--- src/rtl/core/assert_macros.svh ---
// Assertion macros shared by the core RTL.
`ifndef ASSERT_MACROS_SVH
`define ASSERT_MACROS_SVH

// Same-cycle implication, sampled on clk, off while arst_n is low.
`define MOS_ASSERT(lbl, ante, cons, msg) \
	lbl: assert property (@(posedge clk) disable iff (!arst_n) (ante) |-> (cons)) \
		else $error(msg);

// Next-cycle implication, sampled on clk, off while arst_n is low.
`define MOS_ASSERT_NEXT(lbl, ante, cons, msg) \
	lbl: assert property (@(posedge clk) disable iff (!arst_n) (ante) |=> (cons)) \
		else $error(msg);

`endif

--- src/rtl/core/mos_pkg.sv ---
// Shared constants, types and helpers of the opacity sampler.
package mos_pkg;

	localparam int ATLAS_DIM   = 512;
	localparam int DIM_W       = $clog2(ATLAS_DIM);
	localparam int DIMV_W      = $clog2(ATLAS_DIM + 1);
	localparam int ADDR_W      = 2 * DIM_W;
	localparam int STORE_DEPTH = ATLAS_DIM * ATLAS_DIM;

	localparam int IDX_W     = 18;
	localparam int CH_W      = 8;
	localparam int TEXEL_W   = 3 * CH_W;
	localparam int COORD_W   = 18;
	localparam int UCOORD_W  = 17;
	localparam int SR_W      = 24;
	localparam int PR_W      = 16;
	localparam int CFG_DIM_W = 10;
	localparam int PS_W      = PR_W + SR_W;
	localparam int OPA_W     = 16;

	localparam int S_TDATA_W = 104;
	localparam int M_TDATA_W = 16;

	// divider widths
	localparam int NUM_W = 56;
	localparam int DEN_W = 49;
	localparam int QUO_W = 15;
	localparam int CMP_W = DEN_W + QUO_W;

	localparam logic [UCOORD_W-1:0] COORD_ONE = 17'h10000;
	localparam logic [SR_W-1:0]     SR_MIN    = 24'd5;
	localparam logic [PS_W-1:0]     PS_MIN    = 40'd16778;
	localparam logic [PR_W-1:0]     PR_MIN    = 16'd4096;
	localparam logic [DEN_W-1:0]    DEN_CONST = 49'd510;
	localparam int                  NUM_A_SH  = 40;
	localparam logic [NUM_W-1:0]    NUM_B     = 56'd65536000;
	localparam logic [NUM_W-1:0]    NUM_C     = 56'd268435456000;

	typedef enum logic [1:0] {
		RNG_PS,
		RNG_CONST,
		RNG_P
	} rng_mode_t;

	typedef enum logic [1:0] {
		REG_DIST_RANGE   = 2'd0,
		REG_TEX_WIDTH    = 2'd1,
		REG_TEX_HEIGHT   = 2'd2,
		REG_ATLAS_READY  = 2'd3
	} cfg_reg_t;

	typedef struct packed {
		logic [PR_W-1:0]      dist_range;
		logic [CFG_DIM_W-1:0] width;
		logic [CFG_DIM_W-1:0] height;
		logic                 ready;
	} cfg_t;

	typedef struct packed {
		logic               we;
		logic [ADDR_W-1:0]  waddr;
		logic [TEXEL_W-1:0] wdata;
		logic               re;
		logic [ADDR_W-1:0]  raddr;
	} mem_req_t;

	typedef struct packed {
		logic             zero;
		logic             neg;
		logic [NUM_W-1:0] num;
		logic [DEN_W-1:0] den;
	} div_req_t;

endpackage

--- src/rtl/core/mos_div.sv ---
// Pipelined restoring divider, one quotient bit per stage, plus final opacity.
`include "assert_macros.svh"
module mos_div
	import mos_pkg::*;
(
	input  logic             clk,
	input  logic             arst_n,
	input  logic             in_valid,
	output logic             in_ready,
	input  div_req_t         in_req,
	output logic             out_valid,
	input  logic             out_ready,
	output logic [OPA_W-1:0] opacity
);

	logic                rdy   [QUO_W+2];
	logic                v_s   [QUO_W+1];
	logic [NUM_W-1:0]    rem_s [QUO_W+1];
	logic [DEN_W-1:0]    den_s [QUO_W+1];
	logic [QUO_W-1:0]    q_s   [QUO_W+1];
	logic                sat_s [QUO_W+1];
	logic                neg_s [QUO_W+1];
	logic                zero_s[QUO_W+1];

	logic             ovalid_q;
	logic [OPA_W-1:0] opacity_q;

	assign rdy[QUO_W+1] = !ovalid_q || out_ready;
	assign in_ready     = rdy[0];

	for (genvar j = 0; j <= QUO_W; j++) begin : g_rdy
		assign rdy[j] = !v_s[j] || rdy[j+1];
	end

	// stage 0: saturation check, quotient of 2^15 or more
	always_ff @(posedge clk or negedge arst_n) begin
		if (!arst_n) begin
			v_s[0] <= 1'b0;
		end else if (rdy[0]) begin
			v_s[0] <= in_valid;
		end
	end

	always_ff @(posedge clk) begin
		if (rdy[0]) begin
			rem_s[0]  <= in_req.num;
			den_s[0]  <= in_req.den;
			q_s[0]    <= '0;
			sat_s[0]  <= CMP_W'(in_req.num) >= (CMP_W'(in_req.den) << QUO_W);
			neg_s[0]  <= in_req.neg;
			zero_s[0] <= in_req.zero;
		end
	end

	for (genvar j = 1; j <= QUO_W; j++) begin : g_step
		localparam int SH = QUO_W - j;
		logic [CMP_W-1:0] dsh, rem_w;
		logic             ge;

		always_comb begin
			dsh   = CMP_W'(den_s[j-1]) << SH;
			rem_w = CMP_W'(rem_s[j-1]);
			ge    = rem_w >= dsh;
		end

		always_ff @(posedge clk or negedge arst_n) begin
			if (!arst_n) begin
				v_s[j] <= 1'b0;
			end else if (rdy[j]) begin
				v_s[j] <= v_s[j-1];
			end
		end

		always_ff @(posedge clk) begin
			if (rdy[j]) begin
				rem_s[j]  <= ge ? NUM_W'(rem_w - dsh) : rem_s[j-1];
				q_s[j]    <= q_s[j-1] | (ge ? (QUO_W'(1) << SH) : '0);
				den_s[j]  <= den_s[j-1];
				sat_s[j]  <= sat_s[j-1];
				neg_s[j]  <= neg_s[j-1];
				zero_s[j] <= zero_s[j-1];
			end
		end
	end

	// final: 1/2 plus or minus the quotient, floor above, ceiling below
	logic [OPA_W-1:0] qc, opa_c;

	always_comb begin
		qc = OPA_W'(q_s[QUO_W]) + OPA_W'(|rem_s[QUO_W]);
		if (zero_s[QUO_W]) begin
			opa_c = '0;
		end else if (neg_s[QUO_W]) begin
			opa_c = (sat_s[QUO_W] || qc[OPA_W-1]) ? '0 : (OPA_W'(32768) - qc);
		end else begin
			opa_c = sat_s[QUO_W] ? '1 : {1'b1, q_s[QUO_W]};
		end
	end

	always_ff @(posedge clk or negedge arst_n) begin
		if (!arst_n) begin
			ovalid_q <= 1'b0;
		end else if (rdy[QUO_W+1]) begin
			ovalid_q <= v_s[QUO_W];
		end
	end

	always_ff @(posedge clk) begin
		if (rdy[QUO_W+1]) begin
			opacity_q <= opa_c;
		end
	end

	assign out_valid = ovalid_q;
	assign opacity   = opacity_q;

	`MOS_ASSERT_NEXT(a_sat_full, rdy[QUO_W+1] && v_s[QUO_W] && sat_s[QUO_W] && !neg_s[QUO_W] && !zero_s[QUO_W], opacity_q == '1, "saturated sample not full opacity")

endmodule

--- config.mk ---
export PLATFORM = sky130hd
export DESIGN_NAME = mos_div
export DESIGN_NICKNAME = d
export VERILOG_FILES = /design/src/rtl/core/mos_pkg.sv /design/src/rtl/core/mos_div.sv
export VERILOG_INCLUDE_DIRS = /design/src /design/src/rtl/core
export SDC_FILE = /design/constraint.sdc
export NUM_CORES = 2
export LEC_CHECK = 0
export BUFFER_PORTS_ARGS = -buffer_cell sky130_fd_sc_hd__buf_4
export CAP_MARGIN = 10
export CORE_UTILIZATION = 31
export CTS_CLUSTER_SIZE = 30
export DETAILED_ROUTE_END_ITERATION = 16
export PLACE_DENSITY = 0.52
export RECOVER_POWER = 100
export SYNTH_ARGS = -nofsm -noshare
export SYNTH_HDL_FRONTEND = slang
export SYNTH_SLANG_ARGS = --single-unit
--- constraint.sdc ---
create_clock -name clk -period 30.2 [get_ports clk]
set_input_delay 3.02 -clock clk [delete_from_list [all_inputs] [get_ports clk]]
set_output_delay 3.02 -clock clk [all_outputs]
set_load 0.005 [all_outputs]
; Word-level counts from Yosys, hierarchy flattened
; Memory sizes are Yosys's and may differ from the RTL's.
; Cells that the tools add are included.
; Widths: inputs -> output; s select.
[totals]
register_bits = 33
ramBits = 1968
input_bits = 111
n_memories = 6
[memory_table]
columns = memory, words, word_bits, read_ports, rd_ports_with_merged_regs, write_ports, line
row1 = rem_s, 16, 56, 16, 0, 16, mos_div.sv:18  ; logic [NUM_W-1:0] rem_s [QUO_W+1];
row2 = den_s, 16, 49, 15, 0, 16, mos_div.sv:19  ; logic [DEN_W-1:0] den_s [QUO_W+1];
row3 = q_s, 16, 15, 16, 0, 16, mos_div.sv:20  ; logic [QUO_W-1:0] q_s [QUO_W+1];
row4 = neg_s, 16, 1, 16, 0, 16, mos_div.sv:22  ; logic neg_s [QUO_W+1];
row5 = sat_s, 16, 1, 16, 0, 16, mos_div.sv:21  ; logic sat_s [QUO_W+1];
row6 = zero_s, 16, 1, 16, 0, 16, mos_div.sv:23  ; logic zero_s[QUO_W+1];
[op_classes]
add_sub_neg = 17
magnitude_cmp = 16
n_mux = 65
bitwise = 15
n_reduce_logical = 36
[ops]
columns = cell, n
row1 = $mux 56, 15
row2 = $sub 56x56->56, 8
row3 = $ge 56x64->1, 1
row4 = $ge 56x63->1, 1
row5 = $ge 56x62->1, 1
row6 = $ge 56x61->1, 1
row7 = $ge 56x60->1, 1
row8 = $ge 56x59->1, 1
row9 = $ge 56x58->1, 1
row10 = $ge 56x57->1, 1
row11 = $ge 56x49->1, 1
row12 = $ge 56x50->1, 1
row13 = $ge 56x51->1, 1
row14 = $ge 56x52->1, 1
row15 = $ge 56x53->1, 1
row16 = $ge 56x54->1, 1
row17 = $ge 56x55->1, 1
row18 = $ge 56x56->1, 1
row19 = $reduce_or 56->1, 1
row20 = $sub 56x49->56, 1
row21 = $sub 56x50->56, 1
row22 = $sub 56x51->56, 1
row23 = $sub 56x52->56, 1
row24 = $sub 56x53->56, 1
row25 = 37 further kinds, 104

; Depth between registers and ports, before layout
[depth]
word_depth = 20
mapped_depth = 18
mapped_depth_nobuf = 16

; Worst setup path after synthesis
; Ideal clock, no wire load.
[synth_timing]
path_kind = input-to-output
from = in out_ready
to = out in_ready
arrival_time_ns = 11.388
required_time_ns = 27.180
slack_ns = 15.792
path_stages = 11
path_cell_list = nor2b_1 > nand2_1 > nor2_1 > and2_1 > and3_1 > and3_1 > and3_1 > and2_1 > nand3_1 > nor2_1 > nand2_1
[synth_rtl]
columns = element, line
row1 = from (decl), mos_div.sv:12  ; input logic out_ready,
row2 = to (decl), mos_div.sv:9  ; output logic in_ready,

==> run metrics <==
status finished, violations left; failing checks capacitance limit, slew limit; DRC 0; Worst Hold Slack between 0.4 and 0.5 ns; skew final ~0.050 ns; Leak 49.6 nW; Tmin final about 13 ns; post-CTS setup buffer count 0; Avg Cell Area, Syn 10.7 sq um; via count about 74000; Clock transition at path regs around 0.060 ns; Worst setup SP type primary input; routability cong. between 0.9 and 1; Bufs and invs on worst path 3; die height approximately 590 microns; Crit path top cell by count and3_1; Final Cycle Share 42.2%; Netlist cell types 112; RSZ-0062 raised after global routing no; peak supply drop 0.0490 mV; part of the power in registers 34.9%; initial antenna violation count 1; cell total after placement 14500; first-pass GRT wire length approximately 430000 microns; Detailed Route WL 281000 microns; CTS tree yes; H-tree depth 4; final worst-path setup slack 17.47 ns; routed wire length per instance ~19 microns; synth cell count leaders 1815 x edfxtp_1, 951 x inv_1, 936 x a21oi_1, 812 x nand2_1, 751 x ha_1; Crit. End Element output pin; critical-path cell list clkbuf_4 > nor2b_1 > nand2_1 > nor2_1 > and2_0 > and3_1 > and3_1 > and3_1 > and2_0 > nand3_4 > clkbuf_1 > nor2_1 > nand2_1 > clkbuf_4; Async SR Flop Fraction less than 1%; Net count, final roughly 11000; Fmax between 70 and 80 MHz; layout cell share with drive strength beyond 1 around 5.6%; Ports 129; Detailed Place HPWL roughly 220000 microns; Vias/cell a little under 5; Power Total 11.7 mW; largest net degree at the start of global routing 106; crit path DAT 9.71 ns; port bufs 128; Die Area 0.348 sq mm; Die X just under 600 microns; CP max-delay cell clkbuf_1; Psw 4.41 mW; Hold Crit Class flop to flop; DRT iter0 DRCs 3796; final core utilization 34.7%; Comb pwr share 43.0%; drt pass-1 iters 7; Final ANT Viol Nets 0; Slew HR -269%; grt ovf 0; max incr delay on CP 1.83 ns; CP top delay family simple AND/OR/NAND/NOR gates; post-route setup TNS 0 ns; Post-Syn Instances 10100; Core Area 0.344 sq mm; Tot GR Track Use 15.7%; largest area contributor in the synthesized netlist edfxtp_1; clock sink count 1832; Synth top area share 50.8%; Post-synth top flop edfxtp_1; Area growth syn-to-layout 11.3%; pre-CTS setup slack 19.42 ns; count leader, synth edfxtp_1; post_cts resized 0; synth top area cells edfxtp_1 51%, ha_1 8.8%, a21oi_1 4.4%, inv_1 3.3%, a21o_1 3.2%; Rows 215; hold buffers post-CTS 0; Req. time, crit path 27.18 ns; vias in the first global route ~76000; Post-synth EDFFs between 1500 and 2000; Max Cap Viol 51; Final Max Tran Viols 2849; clock share of power 22.1%; type of the worst setup path primary input to output pin; Sw Share 37.7%; slew of the pin with the lowest slew margin 5.54 ns; Synth Register Bits 1832; mapped cell area 0.107 sq mm; Placed Area 0.113 sq mm; CP Max Fanout 50; Seq/Total Area, Yosys 51.2%; syn_nets 10900; Syn. warnings 0; Internal Power 7.27 mW; Setup Viol. Count Final 0; Final Cell Area 0.119 sq mm; Pwr Density just under 100 mW/mm^2; root buf cell clkbuf_16; Fin. Hold Viols 0; fin cells 14900; Clock Latency Late Sink 0.90 ns; Starting Density a little under a third; Inserted Clock Buffers 215; CTS Buffer Depth 4
==> state kept, by name, indices dropped and copies added, names as in the netlist <==
name,flops
out_valid,1
v_s,16
neg_s,16
den_s,735
zero_s,16
rem_s,896
sat_s,16
opacity,16
q_s,120
==> routing by layer <==
metal,wire [microns],global-route usage (%),vias up
met5,0,0,-
met4,20700,10.3,0
met3,7750,1.66,691
met2,140000,29.0,1456
met1,112000,16.9,34500
li1,-,-,36900
==> cell usage in the layout, fill, tap and decap left out, types with 72 or more instances in the layout <==
| cell | instances |
|---|---|
| nor2_1 | 603 |
| nand3_1 | 158 |
| and3_1 | 72 |
| ha_1 | 751 |
| nor3_1 | 101 |
| inv_1 | 947 |
| o21bai_1 | 97 |
| nand2_1 | 812 |
| xnor2_1 | 352 |
| a31oi_1 | 91 |
| nor2b_1 | 108 |
| clkbuf_16 | 218 |
| xor2_1 | 316 |
| mux2_1 | 85 |
| a21oi_1 | 937 |
| o21ai_0 | 712 |
| clkbuf_1 | 165 |
| a21o_1 | 463 |
| mux2_2 | 95 |
| nand2b_1 | 108 |
| nand4_1 | 174 |
| edfxtp_1 | 1815 |
==> final cells by class <==
type | count | area [sq um]
sequential | 1832 | 54900
timing repair buffer | 183 | 916
tap | 4557 | 5700
inverter | 956 | 3600
multi-input combinational | 6926 | 47200
clock inverter | 127 | 1290
clock buffer | 265 | 5670
fill | 34000 | 224000
antenna | 7 | 17.5
==> cells by family (layout without fill, tap and decap cells) <==
logic type / after synthesis / in the layout / share of synthesized area [%]
other: 0 / 7 / 0
multiplexers: 190 / 190 / 1.98
AND/OR/NAND/NOR: 2439 / 2439 / 10.9
AO/OA/AOI/OAI: 2863 / 2863 / 16.7
buffers and inverters: 1296 / 1531 / 4.68
adder cells (fa/ha/maj): 766 / 766 / 9.04
flip-flops: 1832 / 1832 / 51.2
XOR/XNOR: 668 / 668 / 5.46
==> path summary, 6_finish.rpt <==
path / start / endpoint / slack (ns) / depth (start not counted)
max: out_ready / in_ready / 17.47 / 14
min: q_s[1][87] / q_s[1][102] / 0.41 / 0
max reg2reg: out_valid / rem_s[0][8] / 20.47 / 13
min reg2reg: q_s[1][87] / q_s[1][102] / 0.41 / 0
max in group asynchronous: arst_n / v_s[13] / 26.95 / 1
min in group asynchronous: arst_n / v_s[5] / 2.41 / 1
==> power groups by stage <==
stage / Sequential [mW] / Combinational [mW] / Clock [mW]
CTS: 4.07 / 5.04 / 2.67
global route: 4.16 / 5.55 / 2.75
finish: 4.08 / 5.02 / 2.58
detailed placement: 4.12 / 5.01 / 0
global placement: 4.12 / 4.99 / 0
floorplan: 3.95 / 3.76 / 0
==> worst register-to-register path, delay by kind of cell, from the launching register on <==
| kind | cells | cell delay, ns |
|---|---|---|
| buffers and inverters | 2 | 4.31 |
| DFF | 1 | 0.38 |
| and+or+nand+nor | 11 | 4.46 |
Note: power is estimated with default switching activity, not from simulation.
