$ cat src/rtl/core/assert_macros.svh
// Assertion macros shared by the core RTL.
`ifndef ASSERT_MACROS_SVH
`define ASSERT_MACROS_SVH

// Same-cycle implication, sampled on clk, off while arst_n is low.
`define MOS_ASSERT(lbl, ante, cons, msg) \
	lbl: assert property (@(posedge clk) disable iff (!arst_n) (ante) |-> (cons)) \
		else $error(msg);

// Next-cycle implication, sampled on clk, off while arst_n is low.
`define MOS_ASSERT_NEXT(lbl, ante, cons, msg) \
	lbl: assert property (@(posedge clk) disable iff (!arst_n) (ante) |=> (cons)) \
		else $error(msg);

`endif

$ cat src/rtl/core/mos_pkg.sv
// Shared constants, types and helpers of the opacity sampler.
package mos_pkg;

	localparam int ATLAS_DIM   = 512;
	localparam int DIM_W       = $clog2(ATLAS_DIM);
	localparam int DIMV_W      = $clog2(ATLAS_DIM + 1);
	localparam int ADDR_W      = 2 * DIM_W;
	localparam int STORE_DEPTH = ATLAS_DIM * ATLAS_DIM;

	localparam int IDX_W     = 18;
	localparam int CH_W      = 8;
	localparam int TEXEL_W   = 3 * CH_W;
	localparam int COORD_W   = 18;
	localparam int UCOORD_W  = 17;
	localparam int SR_W      = 24;
	localparam int PR_W      = 16;
	localparam int CFG_DIM_W = 10;
	localparam int PS_W      = PR_W + SR_W;
	localparam int OPA_W     = 16;

	localparam int S_TDATA_W = 104;
	localparam int M_TDATA_W = 16;

	// divider widths
	localparam int NUM_W = 56;
	localparam int DEN_W = 49;
	localparam int QUO_W = 15;
	localparam int CMP_W = DEN_W + QUO_W;

	localparam logic [UCOORD_W-1:0] COORD_ONE = 17'h10000;
	localparam logic [SR_W-1:0]     SR_MIN    = 24'd5;
	localparam logic [PS_W-1:0]     PS_MIN    = 40'd16778;
	localparam logic [PR_W-1:0]     PR_MIN    = 16'd4096;
	localparam logic [DEN_W-1:0]    DEN_CONST = 49'd510;
	localparam int                  NUM_A_SH  = 40;
	localparam logic [NUM_W-1:0]    NUM_B     = 56'd65536000;
	localparam logic [NUM_W-1:0]    NUM_C     = 56'd268435456000;

	typedef enum logic [1:0] {
		RNG_PS,
		RNG_CONST,
		RNG_P
	} rng_mode_t;

	typedef enum logic [1:0] {
		REG_DIST_RANGE   = 2'd0,
		REG_TEX_WIDTH    = 2'd1,
		REG_TEX_HEIGHT   = 2'd2,
		REG_ATLAS_READY  = 2'd3
	} cfg_reg_t;

	typedef struct packed {
		logic [PR_W-1:0]      dist_range;
		logic [CFG_DIM_W-1:0] width;
		logic [CFG_DIM_W-1:0] height;
		logic                 ready;
	} cfg_t;

	typedef struct packed {
		logic               we;
		logic [ADDR_W-1:0]  waddr;
		logic [TEXEL_W-1:0] wdata;
		logic               re;
		logic [ADDR_W-1:0]  raddr;
	} mem_req_t;

	typedef struct packed {
		logic             zero;
		logic             neg;
		logic [NUM_W-1:0] num;
		logic [DEN_W-1:0] den;
	} div_req_t;

endpackage

$ cat src/rtl/core/mos_front.sv
// Front pipeline: coordinate mapping, range setup, texel access, median.
`include "assert_macros.svh"
module mos_front
	import mos_pkg::*;
(
	input  logic                 clk,
	input  logic                 arst_n,
	input  logic                 in_valid,
	output logic                 in_ready,
	input  logic [S_TDATA_W-1:0] in_data,
	input  logic                 in_action,
	input  cfg_t                 cfg,
	output mem_req_t             mem,
	input  logic [TEXEL_W-1:0]   rdata,
	output logic                 out_valid,
	input  logic                 out_ready,
	output div_req_t             out_req
);

	function automatic logic [DIMV_W-1:0] dim_sat(input logic [CFG_DIM_W-1:0] v);
		logic [DIMV_W-1:0] r;
		if (v == '0) begin
			r = DIMV_W'(1);
		end else if (int'(v) > ATLAS_DIM) begin
			r = DIMV_W'(ATLAS_DIM);
		end else begin
			r = DIMV_W'(v);
		end
		return r;
	endfunction

	function automatic logic [UCOORD_W-1:0] clamp_coord(input logic [COORD_W-1:0] c);
		logic [UCOORD_W-1:0] r;
		if (c[COORD_W-1]) begin
			r = '0;
		end else if (c[UCOORD_W-1:0] > COORD_ONE) begin
			r = COORD_ONE;
		end else begin
			r = c[UCOORD_W-1:0];
		end
		return r;
	endfunction

	function automatic logic [CH_W-1:0] median3(input logic [CH_W-1:0] a, b, c);
		logic [CH_W-1:0] lo, hi, t;
		lo = (a < b) ? a : b;
		hi = (a < b) ? b : a;
		t  = (hi < c) ? hi : c;
		return (lo > t) ? lo : t;
	endfunction

	// input field unpack
	logic [IDX_W-1:0]   f_idx;
	logic [TEXEL_W-1:0] f_rgb;
	logic [COORD_W-1:0] f_cx, f_cy;
	logic [SR_W-1:0]    f_sr;

	assign f_idx = in_data[17:0];
	assign f_rgb = {in_data[25:18], in_data[33:26], in_data[41:34]};
	assign f_cx  = in_data[59:42];
	assign f_cy  = in_data[77:60];
	assign f_sr  = in_data[101:78];

	logic rdy1, rdy2, rdy3, rdy4, rdy5;
	logic v_s1, v_s2, v_s3, v_s4, v_s5;

	// stage 1
	logic                act_s1, zero_s1;
	logic [IDX_W-1:0]    idx_s1;
	logic [TEXEL_W-1:0]  rgb_s1;
	logic [UCOORD_W-1:0] cx_s1, cy_s1;
	logic [SR_W-1:0]     sr_s1;
	logic [DIMV_W-1:0]   w_s1, h_s1;

	// stage 2
	logic               act_s2, zero_s2, sge_s2;
	logic [IDX_W-1:0]   idx_s2;
	logic [TEXEL_W-1:0] rgb_s2;
	logic [DIMV_W-1:0]  w_s2;
	logic [DIM_W-1:0]   x_s2, y_s2;
	logic [PS_W-1:0]    ps_s2;
	logic [PR_W-1:0]    p_s2;

	// stage 3
	logic               act_s3, zero_s3, iok_s3;
	logic [IDX_W-1:0]   idx_s3;
	logic [TEXEL_W-1:0] rgb_s3;
	logic [ADDR_W-1:0]  addr_s3;
	rng_mode_t          mode_s3;
	logic [DEN_W-1:0]   den_s3;

	// stage 4
	logic               zero_s4;
	rng_mode_t          mode_s4;
	logic [DEN_W-1:0]   den_s4;

	// stage 5
	div_req_t           req_s5;

	assign rdy5     = !v_s5 || out_ready;
	assign rdy4     = !v_s4 || rdy5;
	assign rdy3     = !v_s3 || rdy4;
	assign rdy2     = !v_s2 || rdy3;
	assign rdy1     = !v_s1 || rdy2;
	assign in_ready = rdy1;

	// stage 1 -> 2 math
	logic [DIM_W-1:0]          wm1, hm1;
	logic [UCOORD_W+DIM_W-1:0] x_prod, y_prod;

	assign wm1    = DIM_W'(w_s1 - DIMV_W'(1));
	assign hm1    = DIM_W'(h_s1 - DIMV_W'(1));
	assign x_prod = (UCOORD_W+DIM_W)'(cx_s1) * (UCOORD_W+DIM_W)'(wm1);
	assign y_prod = (UCOORD_W+DIM_W)'(cy_s1) * (UCOORD_W+DIM_W)'(hm1);

	// stage 2 -> 3 math
	logic [ADDR_W-1:0] addr_c;
	rng_mode_t         mode_c;
	logic [DEN_W-1:0]  den_c;

	assign addr_c = ADDR_W'(y_s2) * ADDR_W'(w_s2) + ADDR_W'(x_s2);

	always_comb begin
		if (sge_s2) begin
			mode_c = (ps_s2 >= PS_MIN) ? RNG_PS : RNG_CONST;
		end else begin
			mode_c = (p_s2 >= PR_MIN) ? RNG_P : RNG_CONST;
		end
		case (mode_c)
			RNG_PS:  den_c = (DEN_W'(ps_s2) << 9) - (DEN_W'(ps_s2) << 1);
			RNG_P:   den_c = (DEN_W'(p_s2) << 9) - (DEN_W'(p_s2) << 1);
			default: den_c = DEN_CONST;
		endcase
	end

	// stage 4 -> 5 math
	logic [CH_W-1:0]  med;
	logic             neg_c;
	logic [CH_W-1:0]  k_c;
	logic [NUM_W-1:0] num_c;

	always_comb begin
		med   = median3(rdata[23:16], rdata[15:8], rdata[7:0]);
		neg_c = !med[CH_W-1];
		k_c   = neg_c ? (CH_W'(255) - {med[CH_W-2:0], 1'b0})
		              : ({med[CH_W-2:0], 1'b0} - CH_W'(255));
		case (mode_s4)
			RNG_PS:  num_c = NUM_W'(k_c) << NUM_A_SH;
			RNG_P:   num_c = NUM_W'(k_c) * NUM_C;
			default: num_c = NUM_W'(k_c) * NUM_B;
		endcase
	end

	// a write item leaving stage 3
	logic wr_leave;

	assign wr_leave = rdy4 && v_s3 && !act_s3;

	// memory side: writes and reads both happen as items leave stage 3
	always_comb begin
		mem.we    = wr_leave && iok_s3;
		mem.waddr = ADDR_W'(idx_s3);
		mem.wdata = rgb_s3;
		mem.re    = rdy4;
		mem.raddr = addr_s3;
	end

	always_ff @(posedge clk or negedge arst_n) begin
		if (!arst_n) begin
			v_s1 <= 1'b0;
			v_s2 <= 1'b0;
			v_s3 <= 1'b0;
			v_s4 <= 1'b0;
			v_s5 <= 1'b0;
		end else begin
			if (rdy1) v_s1 <= in_valid;
			if (rdy2) v_s2 <= v_s1;
			if (rdy3) v_s3 <= v_s2;
			if (rdy4) v_s4 <= v_s3 && act_s3;  // writes end here
			if (rdy5) v_s5 <= v_s4;
		end
	end

	always_ff @(posedge clk) begin
		if (rdy1) begin
			act_s1  <= in_action;
			zero_s1 <= !cfg.ready;
			idx_s1  <= f_idx;
			rgb_s1  <= f_rgb;
			cx_s1   <= clamp_coord(f_cx);
			cy_s1   <= clamp_coord(f_cy);
			sr_s1   <= f_sr;
			w_s1    <= dim_sat(cfg.width);
			h_s1    <= dim_sat(cfg.height);
		end
		if (rdy2) begin
			act_s2  <= act_s1;
			zero_s2 <= zero_s1;
			sge_s2  <= sr_s1 >= SR_MIN;
			idx_s2  <= idx_s1;
			rgb_s2  <= rgb_s1;
			w_s2    <= w_s1;
			x_s2    <= x_prod[16 +: DIM_W];
			y_s2    <= y_prod[16 +: DIM_W];
			ps_s2   <= PS_W'(cfg.dist_range) * PS_W'(sr_s1);
			p_s2    <= cfg.dist_range;
		end
		if (rdy3) begin
			act_s3  <= act_s2;
			zero_s3 <= zero_s2;
			iok_s3  <= 32'(idx_s2) < 32'(STORE_DEPTH);
			idx_s3  <= idx_s2;
			rgb_s3  <= rgb_s2;
			addr_s3 <= addr_c;
			mode_s3 <= mode_c;
			den_s3  <= den_c;
		end
		if (rdy4) begin
			zero_s4 <= zero_s3;
			mode_s4 <= mode_s3;
			den_s4  <= den_s3;
		end
		if (rdy5) begin
			req_s5.zero <= zero_s4;
			req_s5.neg  <= neg_c;
			req_s5.num  <= num_c;
			req_s5.den  <= den_s4;
		end
	end

	assign out_valid = v_s5;
	assign out_req   = req_s5;

	`MOS_ASSERT(a_x_in_row, v_s2, DIMV_W'(x_s2) < w_s2, "texel column beyond width")
	`MOS_ASSERT_NEXT(a_write_drops, wr_leave, !v_s4, "write item reached result path")

endmodule

$ cat config.mk
export PLATFORM = sky130hd
export DESIGN_NAME = mos_front
export DESIGN_NICKNAME = d
export VERILOG_FILES = /design/src/rtl/core/mos_pkg.sv /design/src/rtl/core/mos_front.sv
export VERILOG_INCLUDE_DIRS = /design/src /design/src/rtl/core
export SDC_FILE = /design/constraint.sdc
export NUM_CORES = 2
export LEC_CHECK = 0
export ABC_AREA = 1
export BUFFER_PORTS_ARGS = -buffer_cell sky130_fd_sc_hd__buf_2
export CAP_MARGIN = 20
export CORE_MARGIN = 2
export CORE_UTILIZATION = 54
export DETAILED_ROUTE_END_ITERATION = 10
export PLACE_DENSITY = 0.85
export SYNTH_ARGS = -nofsm -noshare
export SYNTH_HDL_FRONTEND = slang
export SYNTH_SLANG_ARGS = --single-unit
$ cat constraint.sdc
create_clock -name clk -period 14.7 [get_ports clk]
set_clock_uncertainty 0.05 [all_clocks]
set_input_delay 0 -clock clk [delete_from_list [all_inputs] [get_ports clk]]
set_output_delay 0 -clock clk [all_outputs]
set_load 0.01 [all_outputs]
== Word-level counts from Yosys, hierarchy flattened ==
Index checks and enable logic that the tools add are counted.

* Bits in registers: 527
* Bits of input ports: 170
* Output and inout port bits: 171
* Logic and storage cells: 105

* $add $sub $neg: 7
* Multiply operators: 6
* $lt $le $gt $ge: 10
* Equality and inequality tests: 2
* Mux-type cells: 14
* Reductions and logical operators: 24

{| class="wikitable"
|+ Operators by type and width
! cell !! number
|-
| $pmux W49 S2 || 1
|-
| $pmux W48 S2 || 1
|-
| $mul A17 B9 Y25 || 2
|-
| $sub A49 B41 Y49 || 1
|-
| $ge A40 B15 Y1 const B || 1
|-
| $mul A16 B24 Y40 || 1
|-
| $mux W8 || 5
|-
| $gt A17 B17 Y1 const B || 2
|-
| $mux W17 || 2
|-
| $mul A8 B7 Y15 const B || 2
|-
| $sub A25 B17 Y26 || 1
|-
| $ge A24 B3 Y1 const B || 1
|-
| $gt A10 B10 Y1 const B || 2
|-
| $logic_not A10 Y1 || 2
|-
| $add A18 B9 Y18 || 1
|-
| $mul A9 B10 Y18 || 1
|-
| $sub A9 B1 Y9 const B || 2
|-
| $ge A16 B13 Y1 const B || 1
|-
| $lt A8 B8 Y1 || 2
|-
| $mux W10 || 1
|-
| $gt A8 B8 Y1 || 1
|-
| $logic_not A1 Y1 || 8
|-
| $reduce_or A2 Y1 || 4
|-
| $sub A8 B8 Y8 const A || 1
|-
| other kinds (7) || 17
|}

== Logic depth before layout (Yosys ltp) ==
* Word-level depth: 10
* Depth in mapped cells: 57
* Depth with buffers taken out: 55

== Worst setup path before layout ==
No wires, ideal clock.

* Kind: reg-to-reg
* Start: register v_s5 (netlist: out_valid)
* End: register act_s1, enable pin
* Library setup time: 0.489 ns
* Data arrival time: 8.513 ns
* Required time: 14.161 ns
* Setup slack: 5.649 ns
* Cell stages (with the launch flop): 10
* Buffers on the path: 0
* Period minus slack after synthesis: 9.051 ns
* Cells stage by stage: dfrtp_1 inv_1 nor2_1 inv_1 nor2_1 inv_1 nor2_1 inv_1 nor2_1 nand2_1

* Longest elaborated chain between the ends: 6

{| class="wikitable"
|+ Ends and longest elaborated chain
! what !! RTL line !! text
|-
| from (decl) || mos_front.sv:65 || <nowiki>logic v_s1, v_s2, v_s3, v_s4, v_s5;</nowiki>
|-
| from (signal assigned) || mos_front.sv:180 || <nowiki>if (rdy5) v_s5 <= v_s4;</nowiki>
|-
| $logic_not A1 Y1 || mos_front.sv:100 || <nowiki>assign rdy5 = !v_s5 || out_ready;</nowiki>
|-
| $logic_or A1 B1 Y1 || mos_front.sv:100 ||
|-
| net rdy5 || mos_front.sv:64 || <nowiki>logic rdy1, rdy2, rdy3, rdy4, rdy5;</nowiki>
|-
| $logic_or A1 B1 Y1 || mos_front.sv:101 || <nowiki>assign rdy4 = !v_s4 || rdy5;</nowiki>
|-
| net rdy4 || mos_front.sv:64 ||
|-
| $logic_or A1 B1 Y1 || mos_front.sv:102 || <nowiki>assign rdy3 = !v_s3 || rdy4;</nowiki>
|-
| net rdy3 || mos_front.sv:64 ||
|-
| $logic_or A1 B1 Y1 || mos_front.sv:103 || <nowiki>assign rdy2 = !v_s2 || rdy3;</nowiki>
|-
| $logic_or A1 B1 Y1 || mos_front.sv:104 || <nowiki>assign rdy1 = !v_s1 || rdy2;</nowiki>
|-
| net in_ready || mos_front.sv:9 || <nowiki>output logic in_ready,</nowiki>
|-
| to (signal assigned) || mos_front.sv:186 || <nowiki>act_s1 <= in_action;</nowiki>
|-
| to (decl) || mos_front.sv:68 || <nowiki>logic act_s1, zero_s1;</nowiki>
|}

The timed path passes the listed nets, and every way through them passes these cells.
A chain may end at the register's enable or synchronous reset.

== Final worst setup path ==
* Start: input rdata[13]
* End: register req_s5, in the netlist out_req[82] (data pin)

* Longest elaborated chain between the ends: 10
* Elaborated cells on any way between the ends: 13
* Those cells by class: 2 x add/sub; 2 x mul; 3 x order compare; 6 x mux

{| class="wikitable"
|+ Ends and longest elaborated chain
! what !! RTL line !! text
|-
| from (decl) || mos_front.sv:14 || <nowiki>input logic [TEXEL_W-1:0] rdata,</nowiki>
|-
| $lt A8 B8 Y1 || mos_front.sv:46, mos_front.sv:47 ||
|-
| $mux W8 || mos_front.sv:47 || <nowiki>hi = (a < b) ? b : a;</nowiki>
|-
| $lt A8 B8 Y1 || mos_front.sv:48 || <nowiki>t = (hi < c) ? hi : c;</nowiki>
|-
| $mux W8 || mos_front.sv:48 ||
|-
| $gt A8 B8 Y1 || mos_front.sv:49 || <nowiki>return (lo > t) ? lo : t;</nowiki>
|-
| $mux W8 (*) || mos_front.sv:49 ||
|-
| $sub A8 B8 Y8 (on tied branches) || mos_front.sv:145, mos_front.sv:146 ||
|-
| $mux W8 (*) || mos_front.sv:145 || <nowiki>k_c = neg_c ? (CH_W'(255) - {med[CH_W-2:0], 1'b0})</nowiki>
|-
| $mul A8 B7 Y15 || mos_front.sv:149, mos_front.sv:150 ||
|-
| $pmux W48 S2 (*) || mos_front.sv:147 || <nowiki>case (mode_s4)</nowiki>
|-
| net num_c[33] || mos_front.sv:140 || <nowiki>logic [NUM_W-1:0] num_c;</nowiki>
|-
| to (decl) || mos_front.sv:98 || <nowiki>div_req_t req_s5;</nowiki>
|}

Mark *: on every way through the listed nets, which the timed path passes. The rest lies on a longest branch.

==> run metrics <==
status=finished, final reports clean; die height=296 microns; Most Frequent Cell on Critical Path=nand2_1; drt total wl=112000 microns; Max Buffers Root-to-Sink=3; flop2flop setup slack=8040 ps; CP Launch Type=input port; synthesized area=46100 sq um; FP Rows=107; Routed wire per std cell=17.3 microns; area delta synth->final=13.3%; RSZ-0062 raised after global routing=false; Hold Vio Cnt, Final=0; nets=6405; Critical Path End Type=register; Post-CTS Setup Bufs=0; Final Cycle Share=0.575; most numerous cell in the Yosys netlist=inv_1; Initial Utilization=0.544; CTS tree=done; worst skew pair latency=640 ps; Tmin final=8450 ps; register area share after synthesis=0.323; Root Buffer Master=clkbuf_16; Yosys top cell area share=0.320; crit-path max cell delay=640 ps; Die ar.=87800 sq um; Worst EP arrival=8780 ps; vias in the first global route=36112; CP bufs+invs=7; synthesis-stage register bit count=497; Congestion Overflow GR=0; initial antenna violation count=0; Core Area=84900 sq um; Hold Crit Class=input port to register; Worst Max-Slew Pin Slew=961 ps; Setup CP Type=input port to register; I/O Buffers=310; GRT Total Usage=0.260; synth cell count leaders=inv_1 (1091), nand2_1 (1045), fa_1 (593); setup TNS=0 ps; Chip Width=296 microns; Slew Limit Fails=0; Fmax=118 MHz; # IOs=341; GPL Wtd Cong=0.961; final setup vio count=0; Synth area leaders=edfxtp_1 (32%), fa_1 (26%), ha_1 (9.4%), inv_1 (8.9%), nand2_1 (8.5%); max_slew headroom=0.359; ys flop type=edfxtp_1; Top delay family on crit path=adder cells; CTS H-tree depth=2; largest net degree at the start of global routing=88; DRC=0; Clock transition at path regs=70 ps; hold bufs inserted after CTS=181; first-pass GRT wire length=180000 microns; number of max-cap violations=0; CP required=15040 ps; Syn Inst Count=4886; Via density=5.34; layout cells sized above 1=0.0901; Routed Antenna Nets=0; Worst Hold Slack=24.4 ps; Cell variety after synth=59; syn_area_per_cell=9.44 sq um; CTS Sinks=497; DR iter-0 viols=2617; number of enable flip-flop cells after synthesis=492; CP max stage cell=o31ai_4; async set or reset register ratio after synthesis=0.0101; Yosys top cell by area=edfxtp_1; Post-CTS Resized=0; critical path fanouts, max=31; CTS Buf Count=53; TritonRoute pass-1 iters=8; via count=34590; YS warnings=0; Final HPWL DP=85100 microns
-- placed cells by master (no fill, tap or decap), types with 20 or more instances in the layout --
cell	Yosys	routed
xor2_1	73	73
clkbuf_16	0	53
o21ai_0	109	109
fa_1	593	593
nand2_1	1045	1044
or2_2	24	24
nand4_1	27	27
edfxtp_1	492	492
a21oi_1	195	195
buf_2	5	310
nor3_1	24	24
inv_1	1091	1087
nor4_1	21	21
nand3_1	94	94
a31oi_1	20	20
nor2_1	353	353
conb_1	1	28
dlygate4sd3_1	0	183
xnor2_1	47	47
ha_1	347	347
-- routing by layer --
metal / wire length (microns) / track usage / up-vias
met5: 0 / 0 / -
met4: 4940 / 0.113 / 0
met3: 9920 / 0.0498 / 361
met2: 55000 / 0.450 / 1700
met1: 42600 / 0.317 / 16648
li1: - / - / 15881
-- flip-flops by register name (all words and copies together), names as in the netlist, 2 cells and up --
signal / count
addr_s3: 18
cx_s1: 17
cy_s1: 17
den_s3: 48
den_s4: 48
h_s1: 9
idx_s1: 18
idx_s2: 18
idx_s3: 18
mode_s3: 2
mode_s4: 2
out_req: 79
p_s2: 16
ps_s2: 40
rgb_s1: 24
rgb_s2: 24
rgb_s3: 24
sr_s1: 24
w_s1: 10
w_s2: 10
x_s2: 9
y_s2: 9
-- layout make-up --
| class | instances | area (sq um) |
|---|---|---|
| fill | 6680 | 32600 |
| multi-input combinational | 3147 | 26400 |
| sequential | 497 | 14900 |
| inverter | 1093 | 4110 |
| timing repair buffer | 503 | 3480 |
| tap | 1144 | 1430 |
| clock buffer | 61 | 1390 |
| clock inverter | 37 | 510 |
| antenna | 1 | 2.50 |
-- per-stage QoR --
stage | cell area [sq um] | util | std cells | worst slack (ps)
floorplan | 46200 | - | 4913 | 5650
global placement | 48500 | 0.571 | 6198 | 5740
detailed placement | 48500 | 0.571 | 6198 | 5660
CTS | 52200 | 0.615 | 6477 | 6300
global route | 52300 | 0.616 | 6482 | 5420
finish | 52300 | 0.616 | 6483 | 6250
-- cell families (layout without fill, tap and decap cells) --
group                    after synthesis  after routing  share of synthesized area
AO/OA/AOI/OAI                        436            436                     0.0546
XOR/XNOR                             120            120                     0.0228
AND/OR/NAND/NOR                     1623           1623                      0.142
other                                  1             29                  0.0000813
flip-flops                           497            497                      0.323
buffers and inverters               1269           1694                      0.106
adder cells (fa/ha/maj)              940            940                      0.351
-- final timing paths --
check                      depth (start not counted)        start           to
min                                                2  in_data[36]    rgb_s1[2]
min in group asynchronous                          3       arst_n         v_s3
max reg2reg                                       22     sr_s1[8]    ps_s2[35]
max in group asynchronous                          3       arst_n         v_s1
min reg2reg                                        0   den_s3[23]   den_s4[23]
max                                               46    rdata[13]  out_req[82]
Power is not shown: default switching activity piles up to over one toggle a cycle in this logic, so the estimate is an artifact.
